--- config.mk ---
export PLATFORM = sky130hd
export DESIGN_NAME = adc_scan_with_decimated_capture_unit_flat
export DESIGN_NICKNAME = d
export VERILOG_FILES = /design/src/hdl/adcscan_pkg.sv /design/src/hdl/adcscan_if.sv /design/src/hdl/adc_scan_with_decimated_capture_unit.sv /design/src/hdl/adcscan_capture.sv /design/src/flat_wrapper.sv
export VERILOG_INCLUDE_DIRS = /design/src /design/src/hdl
export SDC_FILE = /design/constraint.sdc
export NUM_CORES = 1
export LEC_CHECK = 0
export BUFFER_PORTS_ARGS = -buffer_cell sky130_fd_sc_hd__buf_2
export CAP_MARGIN = 5
export CORE_MARGIN = 10
export CORE_UTILIZATION = 55
export CTS_CLUSTER_DIAMETER = 200
export DETAILED_ROUTE_END_ITERATION = 8
export PLACE_DENSITY = 0.71
export SYNTH_ARGS = -nofsm -noshare
export SYNTH_HDL_FRONTEND = slang
export SYNTH_SLANG_ARGS = --single-unit
--- constraint.sdc ---
create_clock -name clk -period 8.1 [get_ports clk]
set_clock_uncertainty 0.2 [all_clocks]
set_input_delay 2.025 -clock clk [delete_from_list [all_inputs] [get_ports clk]]
set_output_delay 2.025 -clock clk [all_outputs]
set_load 0.005 [all_outputs]
--- src/hdl/assert_macros.svh ---
// Assertion macros for the RTL that checks itself.
// No dependencies; each macro samples on clk and is disabled during rst.
`ifndef ASSERT_MACROS_SVH
`define ASSERT_MACROS_SVH

// Same-cycle implication
`define ASSERT_SAME(lbl, ante, cons, msg) \
  lbl: assert property (@(posedge clk) disable iff (rst) (ante) |-> (cons)) else $error(msg);

// Next-cycle implication
`define ASSERT_NEXT(lbl, ante, cons, msg) \
  lbl: assert property (@(posedge clk) disable iff (rst) (ante) |=> (cons)) else $error(msg);

`endif

--- src/hdl/adcscan_pkg.sv ---
// Shared opcodes, constants and inter-module structs for the converter scanner.
// No dependencies.
package adcscan_pkg;

  // Item opcodes
  localparam logic [1:0] OP_CONV    = 2'd0;
  localparam logic [1:0] OP_ARM     = 2'd1;
  localparam logic [1:0] OP_RD_SLOT = 2'd2;
  localparam logic [1:0] OP_RD_BYTE = 2'd3;

  // Capture store layout and byte constants
  localparam int         HEADER_LEN   = 1;
  localparam logic [7:0] HEADER_BYTE  = 8'h4C;
  localparam logic [7:0] BYTE_SAT     = 8'hFF;
  localparam logic [9:0] LEVEL_THRESH = 10'd256;

  // Capture memory read issued when an item is taken in
  typedef struct packed {
    logic       valid;
    logic [7:0] index;
  } cap_issue_t;

  // Item being completed in the execute stage
  typedef struct packed {
    logic       valid;
    logic [1:0] op;
    logic       on_cap;
    logic [9:0] sample;
    logic [15:0] tick;
    logic [7:0] divider;
    logic [7:0] index;
  } cap_step_t;

  // Capture part of the result item
  typedef struct packed {
    logic        byte_written;
    logic [7:0]  capture_byte;
    logic        capture_done;
    logic [15:0] elapsed_ticks;
    logic        capture_filled;
  } cap_res_t;

endpackage

--- src/hdl/adcscan_if.sv ---
// Valid/ready channel interfaces for the scanner's input and result items.
// No dependencies.
interface adcscan_in_if;
  logic        valid;
  logic        ready;
  logic [1:0]  op;
  logic [9:0]  sample;
  logic [15:0] tick;
  logic [5:0]  hold_mask;
  logic [7:0]  divider;
  logic [7:0]  index;

  modport source (output valid, op, sample, tick, hold_mask, divider, index, input ready);
  modport sink   (input valid, op, sample, tick, hold_mask, divider, index, output ready);
endinterface

interface adcscan_out_if;
  logic        valid;
  logic        ready;
  logic [2:0]  slot;
  logic [9:0]  value;
  logic [5:0]  level_bits;
  logic [2:0]  next_slot;
  logic        byte_written;
  logic [7:0]  capture_byte;
  logic        capture_done;
  logic [15:0] elapsed_ticks;
  logic        capture_filled;

  modport source (output valid, slot, value, level_bits, next_slot, byte_written,
                  capture_byte, capture_done, elapsed_ticks, capture_filled,
                  input ready);
  modport sink   (input valid, slot, value, level_bits, next_slot, byte_written,
                  capture_byte, capture_done, elapsed_ticks, capture_filled,
                  output ready);
endinterface

--- src/hdl/adc_scan_with_decimated_capture_unit.sv ---
// Top level of the round-robin converter scanner with decimated capture.
// Depends on adcscan_pkg, adcscan_if, adcscan_capture and assert_macros.svh.
//
//  channel | dir | handshake          | payload
//  in_ch   | in  | valid/ready        | op, sample, tick, hold_mask, divider, index
//  out_ch  | out | valid/ready        | slot, value, level_bits, next_slot, capture fields
//
// Each item reads the slot and capture memories at intake, then in execute the two
// memories are written back and the output register loads.
// One item a cycle is sustained while the output is not stalled; same-entry clashes
// between a read and a write back are forwarded. rst clears all control state.
// A stalled output holds its item; the execute stage and intake wait behind it.
`include "assert_macros.svh"

module adc_scan_with_decimated_capture_unit
  import adcscan_pkg::*;
#(
  parameter int NUM_SLOTS    = 6,
  parameter int CAPTURE_SLOT = 2,
  parameter int CAPTURE_LEN  = 128
) (
  input logic           clk,
  input logic           rst,
  adcscan_in_if.sink    in_ch,
  adcscan_out_if.source out_ch
);

  localparam int       SW     = $clog2(NUM_SLOTS);
  localparam int       XW     = (SW > 3) ? SW : 3;
  localparam int       LW     = (NUM_SLOTS > 6) ? NUM_SLOTS : 6;
  localparam bit       CAP_OK = (CAPTURE_SLOT < NUM_SLOTS);
  localparam logic [SW-1:0] CAP_IDX = SW'(CAPTURE_SLOT);

  logic                 accept;
  logic                 p_adv;
  logic                 step;

  // Scan state
  logic [SW-1:0]        current_slot;
  logic [SW-1:0]        slot_wrap;
  logic [NUM_SLOTS-1:0] levels;
  logic [NUM_SLOTS-1:0] levels_next;

  // Execute stage register
  logic                 p_valid;
  logic [1:0]           p_op;
  logic [9:0]           p_sample;
  logic [15:0]          p_tick;
  logic [5:0]           p_hold_mask;
  logic [7:0]           p_divider;
  logic [7:0]           p_index;
  logic [SW-1:0]        p_slot;
  logic                 p_rd_ok;

  // Slot value memory
  logic [9:0]           sv_mem [NUM_SLOTS];
  logic [SW-1:0]        sv_raddr;
  logic [9:0]           sv_rd_data;
  logic                 sv_fwd;
  logic [9:0]           sv_fwd_data;
  logic [9:0]           sv_rd;
  logic                 sv_we;
  logic                 held;
  logic                 rd_ok;

  // Capture part
  cap_issue_t           cap_issue;
  cap_step_t            cap_step;
  cap_res_t             cap_res;

  // Output register
  logic                 o_valid;
  logic [2:0]           o_slot;
  logic [9:0]           o_value;
  logic [5:0]           o_level_bits;
  logic [2:0]           o_next_slot;
  cap_res_t             o_cap;

  logic [9:0]           value_c;
  logic [XW-1:0]        slot_ext;
  logic [XW-1:0]        next_ext;
  logic [LW-1:0]        lv_ext;

  // Handshake
  assign p_adv       = !o_valid || out_ch.ready;
  assign in_ch.ready = !p_valid || p_adv;
  assign accept      = in_ch.valid && in_ch.ready;
  assign step        = p_valid && p_adv;

  assign slot_wrap = (current_slot == SW'(NUM_SLOTS - 1)) ? '0 : current_slot + SW'(1);
  assign rd_ok     = (in_ch.index < 8'(NUM_SLOTS));
  assign sv_raddr  = (in_ch.op == OP_CONV) ? current_slot : in_ch.index[SW-1:0];

  // Intake: latch the item; a conversion advances the scan pointer
  always_ff @(posedge clk) begin
    if (rst) begin
      p_valid      <= 1'b0;
      current_slot <= '0;
    end else begin
      if (accept) begin
        p_valid <= 1'b1;
      end else if (p_adv) begin
        p_valid <= 1'b0;
      end
      if (accept && (in_ch.op == OP_CONV)) begin
        current_slot <= slot_wrap;
      end
    end
  end

  always_ff @(posedge clk) begin
    if (accept) begin
      p_op        <= in_ch.op;
      p_sample    <= in_ch.sample;
      p_tick      <= in_ch.tick;
      p_hold_mask <= in_ch.hold_mask;
      p_divider   <= in_ch.divider;
      p_index     <= in_ch.index;
      p_rd_ok     <= rd_ok;
      if (in_ch.op == OP_CONV) begin
        p_slot <= current_slot;
      end else if ((in_ch.op == OP_RD_SLOT) && rd_ok) begin
        p_slot <= in_ch.index[SW-1:0];
      end else begin
        p_slot <= '0;
      end
    end
  end

  // Hold bit of the measured slot; slots above the mask width are never held
  always_comb begin
    held = 1'b0;
    for (int i = 0; i < 6; i++) begin
      if ((i < NUM_SLOTS) && (p_slot == SW'(i))) begin
        held = p_hold_mask[i];
      end
    end
  end

  assign sv_we = step && (p_op == OP_CONV) && !held;
  assign sv_rd = sv_fwd ? sv_fwd_data : sv_rd_data;

  // Slot value memory: read at intake, write back in execute
  always_ff @(posedge clk) begin
    if (accept) begin
      sv_rd_data  <= sv_mem[sv_raddr];
      sv_fwd      <= sv_we && (p_slot == sv_raddr);
      sv_fwd_data <= p_sample;
    end
    if (sv_we) begin
      sv_mem[p_slot] <= p_sample;
    end
  end

  // Level bits after this item
  always_comb begin
    levels_next = levels;
    if (step && (p_op == OP_CONV)) begin
      levels_next[p_slot] = (p_sample >= LEVEL_THRESH);
    end
  end

  always_ff @(posedge clk) begin
    if (rst) begin
      levels <= '0;
    end else begin
      levels <= levels_next;
    end
  end

  // Capture part
  assign cap_issue.valid = accept;
  assign cap_issue.index = in_ch.index;

  always_comb begin
    cap_step.valid   = step;
    cap_step.op      = p_op;
    cap_step.on_cap  = CAP_OK && (p_slot == CAP_IDX);
    cap_step.sample  = p_sample;
    cap_step.tick    = p_tick;
    cap_step.divider = p_divider;
    cap_step.index   = p_index;
  end

  adcscan_capture #(
    .CAPTURE_LEN (CAPTURE_LEN)
  ) u_capture (
    .clk   (clk),
    .rst   (rst),
    .issue (cap_issue),
    .step  (cap_step),
    .res   (cap_res)
  );

  // Result assembly
  always_comb begin
    case (p_op)
      OP_CONV:    value_c = held ? sv_rd : p_sample;
      OP_RD_SLOT: value_c = p_rd_ok ? sv_rd : 10'd0;
      default:    value_c = 10'd0;
    endcase
  end

  assign slot_ext = XW'(p_slot);
  assign next_ext = XW'(current_slot);
  assign lv_ext   = LW'(levels_next);

  // Output register
  always_ff @(posedge clk) begin
    if (rst) begin
      o_valid <= 1'b0;
    end else if (step) begin
      o_valid <= 1'b1;
    end else if (out_ch.ready) begin
      o_valid <= 1'b0;
    end
  end

  always_ff @(posedge clk) begin
    if (step) begin
      o_slot       <= slot_ext[2:0];
      o_value      <= value_c;
      o_level_bits <= lv_ext[5:0];
      o_next_slot  <= next_ext[2:0];
      o_cap        <= cap_res;
    end
  end

  assign out_ch.valid          = o_valid;
  assign out_ch.slot           = o_slot;
  assign out_ch.value          = o_value;
  assign out_ch.level_bits     = o_level_bits;
  assign out_ch.next_slot      = o_next_slot;
  assign out_ch.byte_written   = o_cap.byte_written;
  assign out_ch.capture_byte   = o_cap.capture_byte;
  assign out_ch.capture_done   = o_cap.capture_done;
  assign out_ch.elapsed_ticks  = o_cap.elapsed_ticks;
  assign out_ch.capture_filled = o_cap.capture_filled;

  // Checks
  `ASSERT_SAME(a_done_wrote, o_valid && o_cap.capture_done, o_cap.byte_written && o_cap.capture_filled, "capture done without byte written and filled")
  `ASSERT_SAME(a_byte_only_conv, step && (p_op != OP_CONV), !cap_res.byte_written, "capture byte written by a non-conversion item")
  `ASSERT_NEXT(a_exec_drains, p_valid && !o_valid, o_valid, "execute stage did not drain into empty output register")

endmodule

--- src/hdl/adcscan_capture.sv ---
// Decimated capture: capture byte memory, decimation state and elapsed-tick trailer.
// Depends on adcscan_pkg.
module adcscan_capture
  import adcscan_pkg::*;
#(
  parameter int CAPTURE_LEN = 128
) (
  input  logic       clk,
  input  logic       rst,
  input  cap_issue_t issue,
  input  cap_step_t  step,
  output cap_res_t   res
);

  localparam int PW = (CAPTURE_LEN > 1) ? $clog2(CAPTURE_LEN) : 1;

  // Data bytes only; header is constant, trailer lives in registers
  logic [7:0]    mem [CAPTURE_LEN];
  logic [7:0]    rd_data;
  logic          fwd;
  logic [7:0]    fwd_data;

  logic [7:0]    decimation;
  logic [7:0]    dec_count;
  logic [PW-1:0] pos;
  logic [15:0]   start_tick;
  logic          filled;
  logic [7:0]    trail_lo;
  logic [7:0]    trail_hi;

  logic [PW-1:0] raddr;
  logic [7:0]    idx_off;
  logic          we;
  logic [PW-1:0] waddr;
  logic [7:0]    wdata;

  logic          is_conv;
  logic          armed;
  logic [7:0]    cnt_inc;
  logic          take;
  logic          first;
  logic          last;
  logic [15:0]   start_eff;
  logic [15:0]   elapsed;
  logic [7:0]    sat_byte;
  logic [7:0]    rbyte;
  logic          filled_next;

  // Read address: byte position less the header
  assign idx_off = issue.index - 8'(HEADER_LEN);
  assign raddr   = idx_off[PW-1:0];

  // Memory: read at issue, write at the end of execute, forward on a clash
  always_ff @(posedge clk) begin
    if (issue.valid) begin
      rd_data  <= mem[raddr];
      fwd      <= we && (waddr == raddr);
      fwd_data <= wdata;
    end
    if (we) begin
      mem[waddr] <= wdata;
    end
  end

  // Decimation decision for the item in execute
  always_comb begin
    is_conv   = step.valid && (step.op == OP_CONV) && step.on_cap;
    armed     = (decimation != 8'd0) && !filled;
    cnt_inc   = dec_count + 8'd1;
    take      = is_conv && armed && (cnt_inc >= decimation);
    sat_byte  = (step.sample >= LEVEL_THRESH) ? BYTE_SAT : step.sample[7:0];
    first     = (pos == '0);
    last      = (pos == PW'(CAPTURE_LEN - 1));
    start_eff = first ? step.tick : start_tick;
    elapsed   = step.tick - start_eff;
    we        = take;
    waddr     = pos;
    wdata     = sat_byte;
  end

  // Byte read-back: header, data, trailer, else zero
  always_comb begin
    if (step.index < 8'(HEADER_LEN)) begin
      rbyte = HEADER_BYTE;
    end else if (step.index < 8'(HEADER_LEN + CAPTURE_LEN)) begin
      rbyte = fwd ? fwd_data : rd_data;
    end else if (step.index == 8'(HEADER_LEN + CAPTURE_LEN)) begin
      rbyte = trail_lo;
    end else if (step.index == 8'(HEADER_LEN + CAPTURE_LEN + 1)) begin
      rbyte = trail_hi;
    end else begin
      rbyte = 8'd0;
    end
  end

  // Filled flag after this item
  always_comb begin
    filled_next = filled;
    if (step.valid && (step.op == OP_ARM)) begin
      filled_next = 1'b0;
    end else if (take && last) begin
      filled_next = 1'b1;
    end
  end

  // Result fields
  always_comb begin
    res.byte_written   = take;
    res.capture_done   = take && last;
    res.elapsed_ticks  = (take && last) ? elapsed : 16'd0;
    res.capture_filled = filled_next;
    if (take) begin
      res.capture_byte = sat_byte;
    end else if (step.valid && (step.op == OP_RD_BYTE)) begin
      res.capture_byte = rbyte;
    end else begin
      res.capture_byte = 8'd0;
    end
  end

  // Capture state update
  always_ff @(posedge clk) begin
    if (rst) begin
      decimation <= 8'd0;
      dec_count  <= 8'd0;
      pos        <= '0;
      start_tick <= 16'd0;
      filled     <= 1'b0;
    end else begin
      filled <= filled_next;
      if (step.valid && (step.op == OP_ARM)) begin
        decimation <= step.divider;
      end else if (is_conv && !armed) begin
        pos       <= '0;
        dec_count <= 8'd0;
      end else if (is_conv) begin
        dec_count <= cnt_inc;
        if (take) begin
          dec_count <= 8'd0;
          if (first) begin
            start_tick <= step.tick;
          end
          if (last) begin
            pos        <= '0;
            decimation <= 8'd0;
          end else begin
            pos <= pos + PW'(1);
          end
        end
      end
    end
  end

  // Elapsed-tick trailer, little end first
  always_ff @(posedge clk) begin
    if (take && last) begin
      trail_lo <= elapsed[7:0];
      trail_hi <= elapsed[15:8];
    end
  end

endmodule
--- src/flat_wrapper.sv ---
// flat-port wrapper written by rule: the top's interface ports become plain ports
module adc_scan_with_decimated_capture_unit_flat import adcscan_pkg::*;
#(
  parameter int NUM_SLOTS    = 6,
  parameter int CAPTURE_SLOT = 2,
  parameter int CAPTURE_LEN  = 128
)
  (clk, rst, in_ch_valid, in_ch_op, in_ch_sample, in_ch_tick, in_ch_hold_mask, in_ch_divider, in_ch_index, in_ch_ready, out_ch_valid, out_ch_slot, out_ch_value, out_ch_level_bits, out_ch_next_slot, out_ch_byte_written, out_ch_capture_byte, out_ch_capture_done, out_ch_elapsed_ticks, out_ch_capture_filled, out_ch_ready);
  adcscan_in_if in_ch_i ();
  adcscan_out_if out_ch_i ();
  input logic clk;
  input logic rst;
  input wire logic [$bits(in_ch_i.valid)-1:0] in_ch_valid;
  input wire logic [$bits(in_ch_i.op)-1:0] in_ch_op;
  input wire logic [$bits(in_ch_i.sample)-1:0] in_ch_sample;
  input wire logic [$bits(in_ch_i.tick)-1:0] in_ch_tick;
  input wire logic [$bits(in_ch_i.hold_mask)-1:0] in_ch_hold_mask;
  input wire logic [$bits(in_ch_i.divider)-1:0] in_ch_divider;
  input wire logic [$bits(in_ch_i.index)-1:0] in_ch_index;
  output wire logic [$bits(in_ch_i.ready)-1:0] in_ch_ready;
  output wire logic [$bits(out_ch_i.valid)-1:0] out_ch_valid;
  output wire logic [$bits(out_ch_i.slot)-1:0] out_ch_slot;
  output wire logic [$bits(out_ch_i.value)-1:0] out_ch_value;
  output wire logic [$bits(out_ch_i.level_bits)-1:0] out_ch_level_bits;
  output wire logic [$bits(out_ch_i.next_slot)-1:0] out_ch_next_slot;
  output wire logic [$bits(out_ch_i.byte_written)-1:0] out_ch_byte_written;
  output wire logic [$bits(out_ch_i.capture_byte)-1:0] out_ch_capture_byte;
  output wire logic [$bits(out_ch_i.capture_done)-1:0] out_ch_capture_done;
  output wire logic [$bits(out_ch_i.elapsed_ticks)-1:0] out_ch_elapsed_ticks;
  output wire logic [$bits(out_ch_i.capture_filled)-1:0] out_ch_capture_filled;
  input wire logic [$bits(out_ch_i.ready)-1:0] out_ch_ready;
  assign in_ch_i.valid = in_ch_valid;
  assign in_ch_i.op = in_ch_op;
  assign in_ch_i.sample = in_ch_sample;
  assign in_ch_i.tick = in_ch_tick;
  assign in_ch_i.hold_mask = in_ch_hold_mask;
  assign in_ch_i.divider = in_ch_divider;
  assign in_ch_i.index = in_ch_index;
  assign in_ch_ready = in_ch_i.ready;
  assign out_ch_valid = out_ch_i.valid;
  assign out_ch_slot = out_ch_i.slot;
  assign out_ch_value = out_ch_i.value;
  assign out_ch_level_bits = out_ch_i.level_bits;
  assign out_ch_next_slot = out_ch_i.next_slot;
  assign out_ch_byte_written = out_ch_i.byte_written;
  assign out_ch_capture_byte = out_ch_i.capture_byte;
  assign out_ch_capture_done = out_ch_i.capture_done;
  assign out_ch_elapsed_ticks = out_ch_i.elapsed_ticks;
  assign out_ch_capture_filled = out_ch_i.capture_filled;
  assign out_ch_i.ready = out_ch_ready;
  adc_scan_with_decimated_capture_unit #(.NUM_SLOTS(NUM_SLOTS), .CAPTURE_SLOT(CAPTURE_SLOT), .CAPTURE_LEN(CAPTURE_LEN)) u_core (.clk(clk), .rst(rst), .in_ch(in_ch_i), .out_ch(out_ch_i));
endmodule
==> summary.txt <==
Status
  – Status: complete, no violations

Placement
  – Dpl hpwl: ~69000 um
  – Number of port buffers: between 100 and 150
  – GPL Wtd Cong: 0.827

STA
  – # setup viols final: 0
  – Final Hold Fails: 0
  – RSZ-0062 raised after global routing: false
  – Min cycle time layout: about 5300 ps
  – Max-slew violations: 0
  – Worst-Margin Slew: 1140 ps
  – Period utilization: between 60% and 70%
  – Setup TNS Final: 0 ps
  – Highest clock rate: around 190 MHz
  – Normalized max-slew margin: between 20% and 30%

Cells and area
  – Area grow syn2layout: 11.7%
  – Final Util: between 60% and 70%
  – Fraction of layout cells with a size suffix above 1: between 20% and 30%
  – Nets: between 3000 and 4000
  – Layout fillers: approximately 6500

Clocking
  – Clk Latency, worst-skew pair: between 700 and 800 ps
  – H-tree depth: 4
  – Cts hold-fix bufs: 0
  – Clock Path Buffers: 3
  – # resized after CTS: 0
  – Clk Tree Root Cell: clkbuf_16
  – CTS sink count: ~1300
  – CTS tree: done
  – Worst-path clk slew: roughly 50 ps
  – CTS Buf Count: 133
  – Post-CTS Setup Bufs: 0

Setup path
  – Worst path top cell family by delay: simple AND/OR/NAND/NOR gates
  – Setup crit start kind: input port
  – CP endpoint kind: flip-flop
  – Worst path slowest cell: nor2_1
  – Critical path buffers and inverters: 2
  – CP arrival: about 5400 ps
  – CP max FO: between 40 and 50
  – Crit Path Category: in2reg
  – Critical Path RT: 8250 ps
  – Critical Path Max Stage Delay: 820 ps
  – CP cell instances: buf_2 > nand2b_1 > nand4_2 > nor2_2 > nand2_4 > inv_2 > nand2_2 > nor2_1

Yosys
  – Yosys reg bits: 1292
  – Sequential-to-total area share from yosys stat: between 70 and 80%
  – Syn Inst Count: 2797
  – Asr flop ratio synth: 0%
  – Number of synthesized flops with an enable pin: 1241
  – Syn Area/Cell: ~18 sq um
  – Ys Warns: 0
  – Distinct cells, synth: between 70 and 80
  – Syn nets: between 2000 and 3000
  – Post-Syn Area: between 50000 and 60000 sq um
  – Main synth FF type: edfxtp_1

Global route
  – GR Overflow Total: 0
  – Global-route usage over all layers: 21.9%
  – Initial antenna violation count: 3
  – Largest net degree at the start of global routing: approximately 130
  – First-pass GRT wire length: between 150000 and 200000 um
  – Vias in the first global route: roughly 27000

Drt
  – Drt wl/cell: 27.2 um
  – TritonRoute pass-1 iters: 5
  – DRT Wirelength: around 120000 um
  – DRT iter0 DRCs: roughly 2900
  – DR DRC count: 0
  – Via count: around 27000
  – Routed Antenna Nets: 0
  – Vias/cell: about 6.3

Die
  – Initial core utilization: 55.2%
  – Die X: 326 um
  – Die area: 106000 sq um
  – I/O pin count: roughly 110
  – DIE HEIGHT: approximately 330 um
  – Row count: about 110
  – Core area: roughly 93000 sq um

Power
  – VDD IR max: roughly 130 uV
  – Tot Pwr: 14.0 mW
  – Leakage: 16.5 nW
  – Pwr/cell area: about 240 nW/um^2

Job
  – Total of max-cap violations: 0

Min path
  – Worst min-delay path class: reg2reg
[through the flow]
stage	hold slack, ps	cell area (sq um)	cells	setup WS [ps]
2_1_floorplan	221	51400	2797	2380
3_3_place_gp	260	53300	4042	2180
3_5_place_dp	250	53300	4042	2120
4_1_cts	257	57400	4280	2900
5_1_grt	314	57400	4281	2590
6_report	257	57400	4281	2840
[kinds of logic (layout without fill, tap and decap cells)]
group           count (synthesis)  after routing  share of synthesized area (%)
flops                        1292           1292                           74.5
simple gates                  713            713                           6.37
mux                           353            353                           13.4
compound gates                187            187                           2.68
buf+inv                       185            414                           1.69
xor+xnor                       37             37                          0.631
fa+ha+maj                      30             30                          0.735
other cells                     0              1                              0
[cells in the final DEF, fill, tap and decap left out, types with 5 or more instances in the layout]
master     instances
nand3_1          101
edfxtp_1        1241
dfxtp_1           51
mux2i_1           73
buf_2            103
o21ai_0           40
clkbuf_1          34
buf_12             6
inv_6              5
a211oi_1           6
buf_4             33
nor2b_1           16
nor3_1            15
xnor2_1           22
nand4_1           42
a21oi_1           40
nand2_1          257
clkinv_1          25
a211oi_2           9
a31oi_1            8
clkbuf_16        139
bufinv_16          7
clkinv_2          19
and3_1            10
inv_1             32
mux2_2            12
a32oi_1           31
mux4_2           267
or3_4              9
a22o_1             5
o2bb2ai_1          7
nor4_1             5
nor2_1           188
xor2_1            13
nand2b_1          13
ha_1              26
and2_1            19
[cell type report]
type | count | area (sq um) | area share [%]
well taps | 1254 | 1570 | 2.73
repair buffers | 143 | 898 | 1.56
clock inverters | 65 | 556 | 0.967
multi-input cells | 1320 | 12400 | 21.6
flip-flops and latches | 1292 | 38300 | 66.7
clock buffers | 173 | 3610 | 6.28
diodes | 1 | 2.50 | 0.00436
inverters | 33 | 124 | 0.216
[Yosys cell counts (4+ instances only)]
library cell / count / area (sq um)
nand2b_1: 13 / 81.3
a211oi_1: 6 / 45.0
a22oi_1: 4 / 30.0
nor4_1: 6 / 37.5
xor2_1: 14 / 123
buf_1: 10 / 37.5
mux2_2: 12 / 135
a21oi_1: 40 / 200
buf_4: 6 / 45.0
nor2b_1: 16 / 100
ha_1: 27 / 338
edfxtp_1: 1241 / 37300
clkbuf_1: 71 / 267
and3_1: 10 / 62.6
o21a_1: 4 / 30.0
a31oi_1: 8 / 50.1
or3_1: 12 / 75.1
o31ai_1: 4 / 30.0
nor2_1: 188 / 706
or4_1: 5 / 37.5
nand4_1: 42 / 263
mux4_2: 267 / 6010
o2bb2ai_1: 7 / 61.3
xnor2_1: 23 / 201
nor3_1: 15 / 75.1
and2_1: 21 / 131
a32oi_1: 31 / 272
a21o_1: 4 / 30.0
dfxtp_1: 51 / 1020
a22o_1: 5 / 43.8
nand3b_1: 4 / 30.0
inv_1: 32 / 120
buf_6: 11 / 124
nand3_1: 101 / 505
mux2i_1: 74 / 741
nand2_1: 257 / 965
buf_2: 54 / 270
o21ai_0: 41 / 205
a211oi_2: 9 / 113
[registers in the layout, summed over array words and instances (netlist names), 7 cells and up]
name,flops
u_core.u_capture.pos,7
u_core.sv_mem,60
u_core.out_ch.capture_byte,8
u_core.p_sample,10
u_core.u_capture.start_tick,16
u_core.p_index,8
u_core.u_capture.dec_count,8
u_core.out_ch.elapsed_ticks,16
u_core.u_capture.rd_data,8
u_core.u_capture.trail_hi,8
u_core.out_ch.value,10
u_core.u_capture.trail_lo,8
u_core.sv_fwd_data,10
u_core.u_capture.mem,1024
u_core.u_capture.decimation,8
u_core.u_capture.fwd_data,8
u_core.p_tick,16
u_core.p_divider,8
u_core.sv_rd_data,10
[routing by layer]
| metal | part of all wire, % | GRT usage, % | vias up |
|---|---|---|---|
| li1 | - | - | 11400 |
| met1 | 39 | 29.4 | 13800 |
| met2 | 49 | 34.8 | 1278 |
| met3 | 8.7 | 5.10 | 301 |
| met4 | 3.7 | 8.64 | 2 |
| met5 | 0.012 | 0 | - |
[tightest hold or removal path, cell delays in order (launching register included)]
cell and delay (ps):
dfxtp_1 310, nand2_1 50, a21oi_1 50
[report_power, final]
| part | switching (mW) | total [mW] | internal [mW] |
|---|---|---|---|
| combinational | 0.503 | 0.785 | 0.282 |
| clock | 2.47 | 5.84 | 3.37 |
| sequential | 0.0360 | 7.39 | 7.35 |
| total | 3.01 | 14.0 | 11.0 |
[path summary, 6_finish.rpt]
| check | start | to | slack, ps | cells after the start |
|---|---|---|---|---|
| hold / removal | u_core.u_capture.start_tick[0] | u_core.u_capture.start_tick[0] | 260 | 2 |
| setup / recovery | out_ch_ready | u_core.u_capture.mem[31][4] | 2840 | 8 |
| setup reg to reg | u_core.u_capture.dec_count[2] | u_core.u_capture.mem[31][4] | 2970 | 11 |
| hold reg to reg | u_core.u_capture.start_tick[0] | u_core.u_capture.start_tick[0] | 260 | 2 |
No activity file was read; power rests on OpenSTA's default activity.
